### src/rss_pkg.sv
// Types and constants shared by the rectangle subtraction block.
package rss_pkg;

  // Field widths
  localparam int CoordW = 16;
  localparam int DimW   = 15;
  localparam int ExtW   = 18;   // edge sums need one sign bit and a carry
  localparam int NPiece = 4;

  typedef logic signed [CoordW-1:0] coord_t;
  typedef logic        [DimW-1:0]   dim_t;
  typedef logic signed [ExtW-1:0]   ext_t;
  typedef logic        [1:0]        cfg_idx_t;
  typedef logic        [CoordW-1:0] cfg_data_t;
  typedef logic        [NPiece-1:0] piece_mask_t;
  typedef logic        [1:0]        slot_t;

  // Configuration register indexes
  localparam cfg_idx_t RegClipLeft   = 2'd0;
  localparam cfg_idx_t RegClipTop    = 2'd1;
  localparam cfg_idx_t RegClipWidth  = 2'd2;
  localparam cfg_idx_t RegClipHeight = 2'd3;

  // Piece slots, emitted in this order
  localparam slot_t SlotTop    = 2'd0;
  localparam slot_t SlotLeft   = 2'd1;
  localparam slot_t SlotRight  = 2'd2;
  localparam slot_t SlotBottom = 2'd3;

  typedef struct packed {
    coord_t left;
    coord_t top;
    dim_t   width;
    dim_t   height;
  } rect_t;

  typedef struct packed {
    rect_t r;
    logic  removed;
  } piece_t;

  // Emitter status back to the input stage
  typedef struct packed {
    logic take;   // input stage item moves into the piece buffer
    logic busy;   // buffer or output register holds something
  } emit_stat_t;

endpackage

### src/rss_if.sv
// Channel interfaces: input rectangles, result pieces and configuration writes.
interface rss_rect_if;
  import rss_pkg::*;
  logic   valid;
  logic   ready;
  coord_t rect_left;
  coord_t rect_top;
  dim_t   rect_width;
  dim_t   rect_height;
  modport source (output valid, rect_left, rect_top, rect_width, rect_height,
                  input ready);
  modport sink   (input valid, rect_left, rect_top, rect_width, rect_height,
                  output ready);
endinterface

interface rss_piece_if;
  import rss_pkg::*;
  logic   valid;
  logic   ready;
  coord_t piece_left;
  coord_t piece_top;
  dim_t   piece_width;
  dim_t   piece_height;
  logic   removed;
  logic   last_piece;
  modport source (output valid, piece_left, piece_top, piece_width, piece_height,
                  removed, last_piece, input ready);
  modport sink   (input valid, piece_left, piece_top, piece_width, piece_height,
                  removed, last_piece, output ready);
endinterface

interface rss_cfg_if;
  import rss_pkg::*;
  logic      valid;
  logic      ready;
  cfg_idx_t  idx;
  cfg_data_t data;
  modport source (output valid, idx, data, input ready);
  modport sink   (input valid, idx, data, output ready);
endinterface

### src/rect_subtract_split_top.sv
// Rectangle subtraction: each input rectangle minus the clip rectangle, as up to
// four pieces (top, left band, right band, bottom) with last_piece on the final
// one, or one piece marked removed when fully covered. An accepted rectangle
// is registered, split from there into a piece buffer, and its first piece
// then moves into the output register. The single output register sends one
// piece per cycle while the output is ready; a rectangle yields one to four
// pieces. A new rectangle is accepted every cycle while each one gives a single
// piece and the output is ready, and the next one is taken into the buffer in
// the same cycle that the previous one's last piece leaves it.
// Configuration writes are always ready and must only be made while idle.
module rect_subtract_split_top (
  input  logic         clk,
  input  logic         rst_n,
  rss_rect_if.sink     in_rect,
  rss_piece_if.source  out_piece,
  rss_cfg_if.sink      cfg_wr
);
  import rss_pkg::*;

  rect_t                clip_r;
  logic                 s1_valid_r, s1_valid_nxt;
  rect_t                s1_rect_r;
  piece_t [NPiece-1:0]  s1_pieces;
  piece_mask_t          s1_mask;
  emit_stat_t           stat;
  logic                 in_acc;

  // Configuration registers
  assign cfg_wr.ready = 1'b1;

  always_ff @(posedge clk) begin
    if (!rst_n) begin
      clip_r <= '0;
    end else if (cfg_wr.valid) begin
      unique case (cfg_wr.idx)
        RegClipLeft:   clip_r.left   <= coord_t'(cfg_wr.data);
        RegClipTop:    clip_r.top    <= coord_t'(cfg_wr.data);
        RegClipWidth:  clip_r.width  <= cfg_wr.data[DimW-1:0];
        RegClipHeight: clip_r.height <= cfg_wr.data[DimW-1:0];
        default:       clip_r        <= clip_r;
      endcase
    end
  end

  // Input register stage
  assign in_rect.ready = !s1_valid_r || stat.take;
  assign in_acc        = in_rect.valid && in_rect.ready;

  always_comb begin
    s1_valid_nxt = in_acc ? 1'b1 : (stat.take ? 1'b0 : s1_valid_r);
  end

  always_ff @(posedge clk) begin
    if (!rst_n) begin
      s1_valid_r <= 1'b0;
    end else begin
      s1_valid_r <= s1_valid_nxt;
    end
  end

  always_ff @(posedge clk) begin
    if (in_acc) begin
      s1_rect_r <= '{in_rect.rect_left, in_rect.rect_top,
                     in_rect.rect_width, in_rect.rect_height};
    end
  end

  rss_split u_split (
    .rect   (s1_rect_r),
    .clip   (clip_r),
    .pieces (s1_pieces),
    .mask   (s1_mask)
  );

  rss_emit u_emit (
    .clk       (clk),
    .rst_n     (rst_n),
    .s1_valid  (s1_valid_r),
    .s1_pieces (s1_pieces),
    .s1_mask   (s1_mask),
    .stat      (stat),
    .out_piece (out_piece)
  );

  // A removed result is always a lone, empty piece
  a_removed_alone: assert property (@(posedge clk) disable iff (!rst_n)
    out_piece.valid && out_piece.removed |->
      out_piece.last_piece && out_piece.piece_width == '0 &&
      out_piece.piece_height == '0)
    else $error("removed result not a lone empty piece");

  // A waiting input item is never overwritten
  a_s1_hold: assert property (@(posedge clk) disable iff (!rst_n)
    s1_valid_r && !stat.take |=> s1_valid_r && $stable(s1_rect_r))
    else $error("input stage item lost");

  // An item only enters the buffer from a full input stage
  a_take_valid: assert property (@(posedge clk) disable iff (!rst_n)
    stat.take |-> s1_valid_r)
    else $error("buffer loaded from empty input stage");

  // Anything taken into the buffer keeps the emitter busy next cycle
  a_take_busy: assert property (@(posedge clk) disable iff (!rst_n)
    stat.take |=> stat.busy)
    else $error("taken item vanished");

endmodule

### src/rss_split.sv
// Splits one rectangle against the clip rectangle into up to four pieces.
module rss_split (
  input  rss_pkg::rect_t                     rect,
  input  rss_pkg::rect_t                     clip,
  output rss_pkg::piece_t [rss_pkg::NPiece-1:0] pieces,
  output rss_pkg::piece_mask_t               mask
);
  import rss_pkg::*;

  ext_t x0, y0, x1, y1, cx0, cy0, cx1, cy1;
  ext_t ix0, ix1, iy0, iy1;
  ext_t th, bh, lw, rw, ch;
  logic overlap;
  logic has_top, has_left, has_right, has_bot;

  // Edges at extended width
  always_comb begin
    x0  = ext_t'(rect.left);
    y0  = ext_t'(rect.top);
    x1  = x0 + $signed({3'b000, rect.width});
    y1  = y0 + $signed({3'b000, rect.height});
    cx0 = ext_t'(clip.left);
    cy0 = ext_t'(clip.top);
    cx1 = cx0 + $signed({3'b000, clip.width});
    cy1 = cy0 + $signed({3'b000, clip.height});
  end

  // Intersection and band sizes
  always_comb begin
    ix0 = (x0 > cx0) ? x0 : cx0;
    ix1 = (x1 < cx1) ? x1 : cx1;
    iy0 = (y0 > cy0) ? y0 : cy0;
    iy1 = (y1 < cy1) ? y1 : cy1;
    overlap   = (ix0 < ix1) && (iy0 < iy1);
    th        = iy0 - y0;
    bh        = y1 - iy1;
    lw        = ix0 - x0;
    rw        = x1 - ix1;
    ch        = iy1 - iy0;
    has_top   = iy0 > y0;
    has_left  = ix0 > x0;
    has_right = x1 > ix1;
    has_bot   = y1 > iy1;
  end

  // Piece slots; right and bottom edges wrap into 16 bits
  always_comb begin
    pieces = '0;
    mask   = '0;
    if (!overlap) begin
      pieces[SlotTop].r = rect;
      mask[SlotTop]     = 1'b1;
    end else if (!(has_top || has_left || has_right || has_bot)) begin
      // fully covered
      pieces[SlotTop].removed = 1'b1;
      mask[SlotTop]           = 1'b1;
    end else begin
      pieces[SlotTop].r      = '{rect.left, rect.top, rect.width, th[DimW-1:0]};
      pieces[SlotLeft].r     = '{rect.left, coord_t'(iy0[CoordW-1:0]),
                                 lw[DimW-1:0], ch[DimW-1:0]};
      pieces[SlotRight].r    = '{coord_t'(ix1[CoordW-1:0]), coord_t'(iy0[CoordW-1:0]),
                                 rw[DimW-1:0], ch[DimW-1:0]};
      pieces[SlotBottom].r   = '{rect.left, coord_t'(iy1[CoordW-1:0]),
                                 rect.width, bh[DimW-1:0]};
      mask[SlotTop]    = has_top;
      mask[SlotLeft]   = has_left;
      mask[SlotRight]  = has_right;
      mask[SlotBottom] = has_bot;
    end
  end

endmodule

### src/rss_emit.sv
// Piece buffer and output register: sends one piece a cycle in slot order while the output is ready.
module rss_emit (
  input  logic                                clk,
  input  logic                                rst_n,
  input  logic                                s1_valid,
  input  rss_pkg::piece_t [rss_pkg::NPiece-1:0] s1_pieces,
  input  rss_pkg::piece_mask_t                s1_mask,
  output rss_pkg::emit_stat_t                 stat,
  rss_piece_if.source                         out_piece
);
  import rss_pkg::*;

  piece_mask_t                buf_mask_r, buf_mask_nxt, mask_after;
  piece_t [NPiece-1:0]        buf_piece_r;
  logic                       out_valid_r, out_valid_nxt;
  piece_t                     out_data_r;
  logic                       out_last_r;
  logic                       out_free, send, take;
  slot_t                      sel;

  // Lowest pending slot goes out first
  always_comb begin
    sel = SlotBottom;
    for (int i = NPiece - 1; i >= 0; i--) begin
      if (buf_mask_r[i]) sel = slot_t'(i);
    end
  end

  // Handshake and buffer bookkeeping
  always_comb begin
    out_free   = !out_valid_r || out_piece.ready;
    send       = out_free && (buf_mask_r != '0);
    mask_after = buf_mask_r;
    if (send) mask_after[sel] = 1'b0;
    take          = s1_valid && (mask_after == '0);
    buf_mask_nxt  = take ? s1_mask : mask_after;
    out_valid_nxt = send ? 1'b1 : (out_piece.ready ? 1'b0 : out_valid_r);
  end

  // Control state
  always_ff @(posedge clk) begin
    if (!rst_n) begin
      buf_mask_r  <= '0;
      out_valid_r <= 1'b0;
    end else begin
      buf_mask_r  <= buf_mask_nxt;
      out_valid_r <= out_valid_nxt;
    end
  end

  // Payload
  always_ff @(posedge clk) begin
    if (take) buf_piece_r <= s1_pieces;
    if (send) begin
      out_data_r <= buf_piece_r[sel];
      out_last_r <= (mask_after == '0);
    end
  end

  assign stat.take = take;
  assign stat.busy = out_valid_r || (buf_mask_r != '0);

  assign out_piece.valid        = out_valid_r;
  assign out_piece.piece_left   = out_data_r.r.left;
  assign out_piece.piece_top    = out_data_r.r.top;
  assign out_piece.piece_width  = out_data_r.r.width;
  assign out_piece.piece_height = out_data_r.r.height;
  assign out_piece.removed      = out_data_r.removed;
  assign out_piece.last_piece   = out_last_r;

endmodule
### src/flat_wrapper.sv
// flat-port wrapper written by rule: the top's interface ports become plain ports
module rect_subtract_split_top_flat import rss_pkg::*;
  (clk, rst_n, in_rect_valid, in_rect_rect_left, in_rect_rect_top, in_rect_rect_width, in_rect_rect_height, in_rect_ready, out_piece_valid, out_piece_piece_left, out_piece_piece_top, out_piece_piece_width, out_piece_piece_height, out_piece_removed, out_piece_last_piece, out_piece_ready, cfg_wr_valid, cfg_wr_idx, cfg_wr_data, cfg_wr_ready);
  rss_rect_if in_rect_i ();
  rss_piece_if out_piece_i ();
  rss_cfg_if cfg_wr_i ();
  input  logic clk;
  input  logic rst_n;
  input wire logic [$bits(in_rect_i.valid)-1:0] in_rect_valid;
  input wire logic [$bits(in_rect_i.rect_left)-1:0] in_rect_rect_left;
  input wire logic [$bits(in_rect_i.rect_top)-1:0] in_rect_rect_top;
  input wire logic [$bits(in_rect_i.rect_width)-1:0] in_rect_rect_width;
  input wire logic [$bits(in_rect_i.rect_height)-1:0] in_rect_rect_height;
  output wire logic [$bits(in_rect_i.ready)-1:0] in_rect_ready;
  output wire logic [$bits(out_piece_i.valid)-1:0] out_piece_valid;
  output wire logic [$bits(out_piece_i.piece_left)-1:0] out_piece_piece_left;
  output wire logic [$bits(out_piece_i.piece_top)-1:0] out_piece_piece_top;
  output wire logic [$bits(out_piece_i.piece_width)-1:0] out_piece_piece_width;
  output wire logic [$bits(out_piece_i.piece_height)-1:0] out_piece_piece_height;
  output wire logic [$bits(out_piece_i.removed)-1:0] out_piece_removed;
  output wire logic [$bits(out_piece_i.last_piece)-1:0] out_piece_last_piece;
  input wire logic [$bits(out_piece_i.ready)-1:0] out_piece_ready;
  input wire logic [$bits(cfg_wr_i.valid)-1:0] cfg_wr_valid;
  input wire logic [$bits(cfg_wr_i.idx)-1:0] cfg_wr_idx;
  input wire logic [$bits(cfg_wr_i.data)-1:0] cfg_wr_data;
  output wire logic [$bits(cfg_wr_i.ready)-1:0] cfg_wr_ready;
  assign in_rect_i.valid = in_rect_valid;
  assign in_rect_i.rect_left = in_rect_rect_left;
  assign in_rect_i.rect_top = in_rect_rect_top;
  assign in_rect_i.rect_width = in_rect_rect_width;
  assign in_rect_i.rect_height = in_rect_rect_height;
  assign in_rect_ready = in_rect_i.ready;
  assign out_piece_valid = out_piece_i.valid;
  assign out_piece_piece_left = out_piece_i.piece_left;
  assign out_piece_piece_top = out_piece_i.piece_top;
  assign out_piece_piece_width = out_piece_i.piece_width;
  assign out_piece_piece_height = out_piece_i.piece_height;
  assign out_piece_removed = out_piece_i.removed;
  assign out_piece_last_piece = out_piece_i.last_piece;
  assign out_piece_i.ready = out_piece_ready;
  assign cfg_wr_i.valid = cfg_wr_valid;
  assign cfg_wr_i.idx = cfg_wr_idx;
  assign cfg_wr_i.data = cfg_wr_data;
  assign cfg_wr_ready = cfg_wr_i.ready;
  rect_subtract_split_top u_core (.clk(clk), .rst_n(rst_n), .in_rect(in_rect_i), .out_piece(out_piece_i), .cfg_wr(cfg_wr_i));
endmodule
### config.mk
export PLATFORM = sky130hd
export DESIGN_NAME = rect_subtract_split_top_flat
export DESIGN_NICKNAME = d
export VERILOG_FILES = /design/src/rss_pkg.sv /design/src/rss_if.sv /design/src/rect_subtract_split_top.sv /design/src/rss_split.sv /design/src/rss_emit.sv /design/src/flat_wrapper.sv
export SDC_FILE = /design/constraint.sdc
export NUM_CORES = 1
export LEC_CHECK = 0
export ABC_AREA = 1
export BUFFER_PORTS_ARGS = -buffer_cell sky130_fd_sc_hd__buf_2
export CAP_MARGIN = 20
export CORE_ASPECT_RATIO = 1.5
export CORE_MARGIN = 2
export CORE_UTILIZATION = 33
export CTS_CLUSTER_DIAMETER = 200
export DETAILED_ROUTE_END_ITERATION = 7
export GPL_TIMING_DRIVEN = 0
export PLACE_DENSITY = 0.54
export SETUP_SLACK_MARGIN = 0.2
export SLEW_MARGIN = 20
export SYNTH_ARGS = -nofsm -noshare
export SYNTH_HDL_FRONTEND = slang
export SYNTH_SLANG_ARGS = --single-unit
### constraint.sdc
create_clock -name clk -period 12.35 [get_ports clk]
set_input_delay 1.235 -clock clk [delete_from_list [all_inputs] [get_ports clk]]
set_output_delay 1.235 -clock clk [all_outputs]
set_load 0.005 [all_outputs]
* Yosys cells after proc, flatten, opt, wreduce, memory -nomap -nowiden
Cells that the tools add are included.
Word-level totals: bits in registers 396, input bits 85, output and inout bits 67, word-level logic and storage cells 103
Cells by class: add/subtract/negate cells 9, magnitude comparators 12, equal/unequal tests 3, mux-type cells 24, bitwise gates (word level) 2, reduce and logical (&&, ||, !) cells 22
Operators by type and width (count):
- 63-bit binary-select mux with 2-bit select | 1
- 62-bit two-way mux | 2
- 15-bit subtractor | 5
- 18-bit two-way mux | 4
- 16-bit by 16-bit adder with 17-bit output | 4
- 63-bit two-way mux | 1
- 17-bit by 18-bit > comparator with 1-bit output | 2
- 18-bit by 16-bit > comparator with 1-bit output | 2
- 18-bit < comparator | 2
- 17-bit < comparator | 2
- 16-bit > comparator | 2
- 2-bit AND reduction | 5
- 1-bit two-way mux | 9
- 4-bit two-way mux | 2
- 3-bit two-way mux | 2
- 1-bit logical AND | 5
- 1-bit logical OR | 5
- 4-bit AND | 1
- 2-bit equality test, second input constant | 2
- 4-bit logical NOT | 1
- 2-bit two-way mux | 2
- 4-bit NOT | 1
- 2-bit nonzero test | 2
- 4-bit nonzero test | 1
- 6 further kinds | 7

* Depth between registers and ports, before layout
depth after elaboration 15, depth in mapped cells 52, gate-level depth less buffers 52

* By module
Synthesis repeated with hierarchy kept, for this count alone.
Unflattened totals: cells, all modules 3191, area, all modules 27687.8 µm²
By module, submodules not included:
- rss_emit | instances 1, cells each 719, area each 11642.4 µm², seq. area each 9589.2 µm²
- rss_split | instances 1, cells each 2001, area each 11553.6 µm², seq. area each 0.0 µm²
- rect_subtract_split_top | instances 1, cells each 471, area each 4491.8 µm², seq. area each 3123.0 µm²

* Least setup slack after synthesis
OpenSTA, ideal clock, no wires.
path kind flip-flop to flip-flop, start register u_core.s1_rect_r[30] (netlist name), end register u_core.u_emit.buf_piece_r[174] (netlist name) (data pin), library setup time 0.140 ns, arrival 6.665 ns, required time 12.210 ns, slack 5.545 ns, stages on the path, launching flop included 51, buffers on the path 3, period minus slack after synthesis 6.805 ns, cells stage by stage edfxtp_1 ha_1 fa_1 a21oi_1 o21bai_1 a21oi_1 o21bai_1 nand2_1 nand2_1 a21oi_1 inv_1 a21oi_1 nor2_1 nor2_1 inv_1 a21oi_1 o21bai_1 nand3_1 (+15 left out) fa_1 o21ai_0 a21oi_1 o21ai_0 inv_1 o21ai_0 nand3_1 nand2_1 nand4_1 nand2_1 a21oi_1 nand3_1 inv_1 nand3_4 nand2_4 buf_6 buf_8 nor2_2
Between the ends: elaborated cells between the ends (all ways) 13, those cells by class 1 x add/sub; 5 x order compare; 2 x mux; 5 x reduce/logical
RTL lines:
- start, declared | line rect_subtract_split_top.sv:22 | rect_t s1_rect_r;
- start signal, assigned | line rect_subtract_split_top.sv:63 | s1_rect_r <= '{in_rect.rect_left, in_rect.rect_top,
- 16-bit by 16-bit adder with 17-bit output * | line rss_split.sv:21 | y1 = y0 + $signed({3'b000, rect.height});
- 17-bit < comparator | line rss_split.sv:33 | iy1 = (y1 < cy1) ? y1 : cy1;
- 18-bit two-way mux * | line rss_split.sv:33
- via u_core.u_split.iy1[0] | line rss_split.sv:11 | ext_t ix0, ix1, iy0, iy1;
- 18-bit < comparator / 17-bit by 18-bit > comparator with 1-bit output (equally long branches) | line rss_split.sv:34, rss_split.sv:43
- 1-bit logical AND / 1-bit logical OR (equally long branches) | line rss_split.sv:34, rss_split.sv:53
- 2-bit AND reduction (no line) *
- end signal, assigned | line rss_emit.sv:53 | if (take) buf_piece_r <= s1_pieces;
- end, declared | line rss_emit.sv:14 | piece_t [NPiece-1:0] buf_piece_r;
The timed path passes the listed nets; every way through them passes the cells marked *. A chain may end at the register's enable or synchronous reset.

* Worst setup path in the final report
start register u_core.s1_rect_r[0] (netlist name), end register u_core.u_emit.buf_piece_r[201] (netlist name) (data pin)
Between the ends: word-level cells in the longest chain between the ends 6, elaborated cells between the ends (all ways) 9, those cells by class 2 x add/sub; 3 x order compare; 1 x mux; 3 x reduce/logical
Ends and longest elaborated chain (line):
- 16-bit by 16-bit adder with 17-bit output * | rss_split.sv:21
- 17-bit < comparator | rss_split.sv:33
- 18-bit two-way mux * | rss_split.sv:33
- via u_core.u_split.iy1[0] | rss_split.sv:11
- 18-bit < comparator / 17-bit by 18-bit > comparator with 1-bit output (equally long branches) | rss_split.sv:34, rss_split.sv:43
- 1-bit logical AND / 1-bit logical OR (equally long branches) | rss_split.sv:34, rss_split.sv:53
- 2-bit AND reduction (no line)
Marked as above.

==> flow_summary_export.csv <==
group,metric,value,unit
synth,synthSimpleGateAreaFrac,16.1,%
sta,maxSlewViolCount,0,
synth,synth_fp_nets,2930,
grt,grt_pass1_vias,18900,
worst_setup_path,reg2reg_slack,2.88,ns
place,dpl_cell_area,26100,sq um
sta,finClkSkew,0.0268,ns
grt,grt_max_degree,111,
detailed_routing,wl_per_cell,19.9,um
die,die_w,225,um
detailed_routing,num_vias,18700,
clocking,cts_htree_levels,2,
clocking,cts_setup_buffers,0,
worst_setup_path,r2r_cells,46,
synth,synthMuxAreaShare,0,%
grt,grtUsageMet3,2.51,%
sta,fin_tns_setup,0,ns
clocking,cts-root-buf,"clkbuf_16",
sta,fmax,106,MHz
sta,rsz0062_at_grt,"no",
detailed_routing,avgViaCountPerCell,4.98,
die,die_h,335,um
synth,synth-seq-cells,396,
finish,postLayoutCellArea,27300,sq um
worst_setup_path,cp.required,12.67,ns
finish,final_cell_mix,"nand2_1, inv_1, edfxtp_1",
die,initial_core_util,33.3,%
pwr,clkPwrFrac,21.3,%
die,die-area,75200,sq um
pwr,p_sw_share,41.7,%
synth,synth_compound_area_share,14.0,%
detailed_routing,drtAntennaViolNets,0,
worst_setup_path,slowest_delay,0.53,ns
min_path,hold_class,"reg -> reg",
job,cap_violations,0,
place,port_buffers,148,
clocking,cts_tree,"yes",
pwr,leakage,11.7,nW
synth,synth-main-ff-cell,"edfxtp_1",
synth,synth_cell_types,56,
clocking,numCtsBuffers,41,
grt,antenna_found_initial,1,
grt,met2_usage,34.4,%
detailed_routing,drc,0,
finish,seq_area,11200,sq um
grt,grt_pass1_wl,112000,um
detailed_routing,drtIter0Drc,1242,
synth,synth_xor_xnor_area_share,3.57,%
finish,drive_gt1_share,13.2,%
finish,final_cells,3757,
finish,fillers,7300,
synth,async_flop_share,0,%
worst_setup_path,cp-endpoint,"u_core.u_emit.buf_piece_r[201]",
worst_setup_path,cpMostUsedCell,"a21oi_1",
worst_setup_path,cpMaxStageDelayCell,"o21ai_0",
finish,antenna_cells,0,
worst_setup_path,worst-setup-path-type,"reg -> reg",
grt,grt.busiest_layer,"met2",
pwr,sequentialPowerShare,33.1,%
worst_setup_path,critPathLaunchType,"flip-flop",
worst_setup_path,r2r_end,"u_core.u_emit.buf_piece_r[201]",
pwr,power_frac_comb,45.6,%
place,gp_congestion,0.936,
clocking,clkLatencyLatePin,0.59,ns
place,dp_hpwl,61900,um
clocking,cts_hold_buf,0,
sta,timing.final.hold_violations,0,
clocking,clock_sinks,396,
clocking,path_clk_slew,0.06,ns
place,dpl.cell_count,3682,
die,ios,152,
worst_setup_path,crit_arrival,9.79,ns
sta,max_slew_margin,38.3,%
pwr,power.density,205,nW/um^2
finish,layout_commonest_cell,"nand2_1",
finish,area.growth.synth_to_final,13.6,%
sta,finalCriticalPeriod,9.47,ns
detailed_routing,dr.pass1.iters,7,
clocking,cts_buffer_depth,3,
pwr,peakVddDrop,0.0000932,V
synth,ys_warn_count,0,
worst_setup_path,cp-end-kind,"flip-flop",
worst_setup_path,crit_fanout,10,
pwr,netSwitchingPower,2.34,mW
grt,use_met1,25.0,%
synth,syn_area,24100,sq um
grt,grt_overflow,0,
clocking,cts-resized-gates,0,
synth,synthAdderAreaFrac,12.7,%
worst_setup_path,r2r-start,"u_core.s1_rect_r[0]",
die,rows,121,
sta,fin_ws,2.88,ns
synth,seq_area_frac_synth,46.6,%
synth,synth_top_family_by_area,"simple AND/OR/NAND/NOR gates",
die,core_area,72400,sq um
place,dp_slack,2.97,ns
detailed_routing,wl,74900,um
synth,synth_cells,2607,
pwr,internal-power,3.28,mW
synth,avgSynthCellArea,9.23,sq um
finish,final_net_count,3126,
synth,synth-edff-count,328,
finish,multi_input_area,11100,sq um
grt,gr-usage-all-layers,19.9,%
sta,worstMarginPinSlew,0.916,ns
outcome,status,"completed",
worst_setup_path,critPathLaunch,"u_core.s1_rect_r[0]",
sta,setup_violations,0,
sta,period_share,76.7,%
layout make-up:
cell class,instances,share of cell area (%)
Timing Repair Buffer,153,3.16
Tap cell,922,4.22
Sequential cell,396,41.0
Clock inverter,21,0.613
Inverter,337,4.67
Clock buffer,54,3.93
Multi-Input combinational cell,1788,40.8
Buffer,86,1.66
cells by family (layout without fill, tap and decap cells):
family                     Yosys count  count (layout)
other                                1               1
and+or+nand+nor                    891             891
AOI/OAI and AO/OA                  560             560
buffers and inverters              423             651
adders and majority gates          238             238
DFF                                396             396
xor gates and xnor gates            98              98
cells in the mapped netlist, drive strengths merged, types with 17 or more instances:
library cell | count | area (sq um)
nor3 | 28 | 140
nor2 | 333 | 1460
o21ai | 176 | 885
o21bai | 26 | 195
clkbuf | 62 | 233
nand2 | 407 | 1570
o221a | 31 | 349
nand4 | 23 | 144
nand3 | 88 | 480
xor2 | 67 | 587
ha | 229 | 2870
xnor2 | 31 | 272
edfxtp | 328 | 9850
o31ai | 17 | 128
buf | 24 | 221
dfxtp | 68 | 1360
inv | 335 | 1260
a21oi | 206 | 1040
a211oi | 21 | 158
o211ai | 35 | 263
worst min path at each step:
stage / startpoint / to / depth (start not counted)
after floorplan: u_core.clip_r[0] / u_core.clip_r[0] / 2
after global placement: u_core.clip_r[11] / u_core.clip_r[11] / 2
after detailed placement: u_core.clip_r[7] / u_core.clip_r[7] / 2
after CTS: u_core.clip_r[7] / u_core.clip_r[7] / 2
after global routing: u_core.clip_r[10] / u_core.clip_r[10] / 2
final: u_core.clip_r[7] / u_core.clip_r[7] / 2
power by group through the flow:
| stage | Clock (mW) | Combinational (mW) | Sequential (mW) |
|---|---|---|---|
| after floorplan | 0 | 1.72 | 1.88 |
| after global placement | 0 | 2.52 | 1.91 |
| after detailed placement | 0 | 2.57 | 1.89 |
| after CTS | 1.23 | 2.58 | 1.86 |
| after global routing | 1.27 | 2.86 | 1.88 |
| final | 1.20 | 2.57 | 1.86 |
critical path: cells and delay by family (launching register included):
kind                       cells  cell delay [ns]
DFF                            1             0.49
buffers and inverters          7             1.06
xor gates and xnor gates       1             0.19
AOI/OAI and AO/OA             17             3.78
adders and majority gates      5             1.74
and+or+nand+nor               16             1.94
per-stage QoR:
stage | hold WS, ns | util (%) | total power [mW]
CTS | 0.476 | 37.8 | 5.66
global placement | 0.465 | 35.9 | 4.43
finish | 0.476 | 37.8 | 5.62
floorplan | 0.445 | - | 3.60
global route | 0.489 | 37.8 | 6.01
detailed placement | 0.465 | 36.1 | 4.46
flip-flops by register name, indices dropped and copies added, names as in the netlist, 4 cells and up:
name	count
u_core.u_emit.buf_piece_r	202
u_core.clip_r	62
u_core.s1_rect_r	62
u_core.u_emit.out_piece.piece_left	16
u_core.u_emit.out_piece.piece_top	16
u_core.u_emit.out_piece.piece_height	15
u_core.u_emit.out_piece.piece_width	15
u_core.u_emit.buf_mask_r	4
metal layers:
layer | up-vias | part of all wire [%] | wire [um]
met5 | - | 0 | 0
met4 | 0 | 4.0 | 2970
met3 | 128 | 3.9 | 2890
met2 | 451 | 49 | 36400
met1 | 8789 | 44 | 32600
li1 | 9352 | - | -
Note: power is estimated with default switching activity, not from simulation.
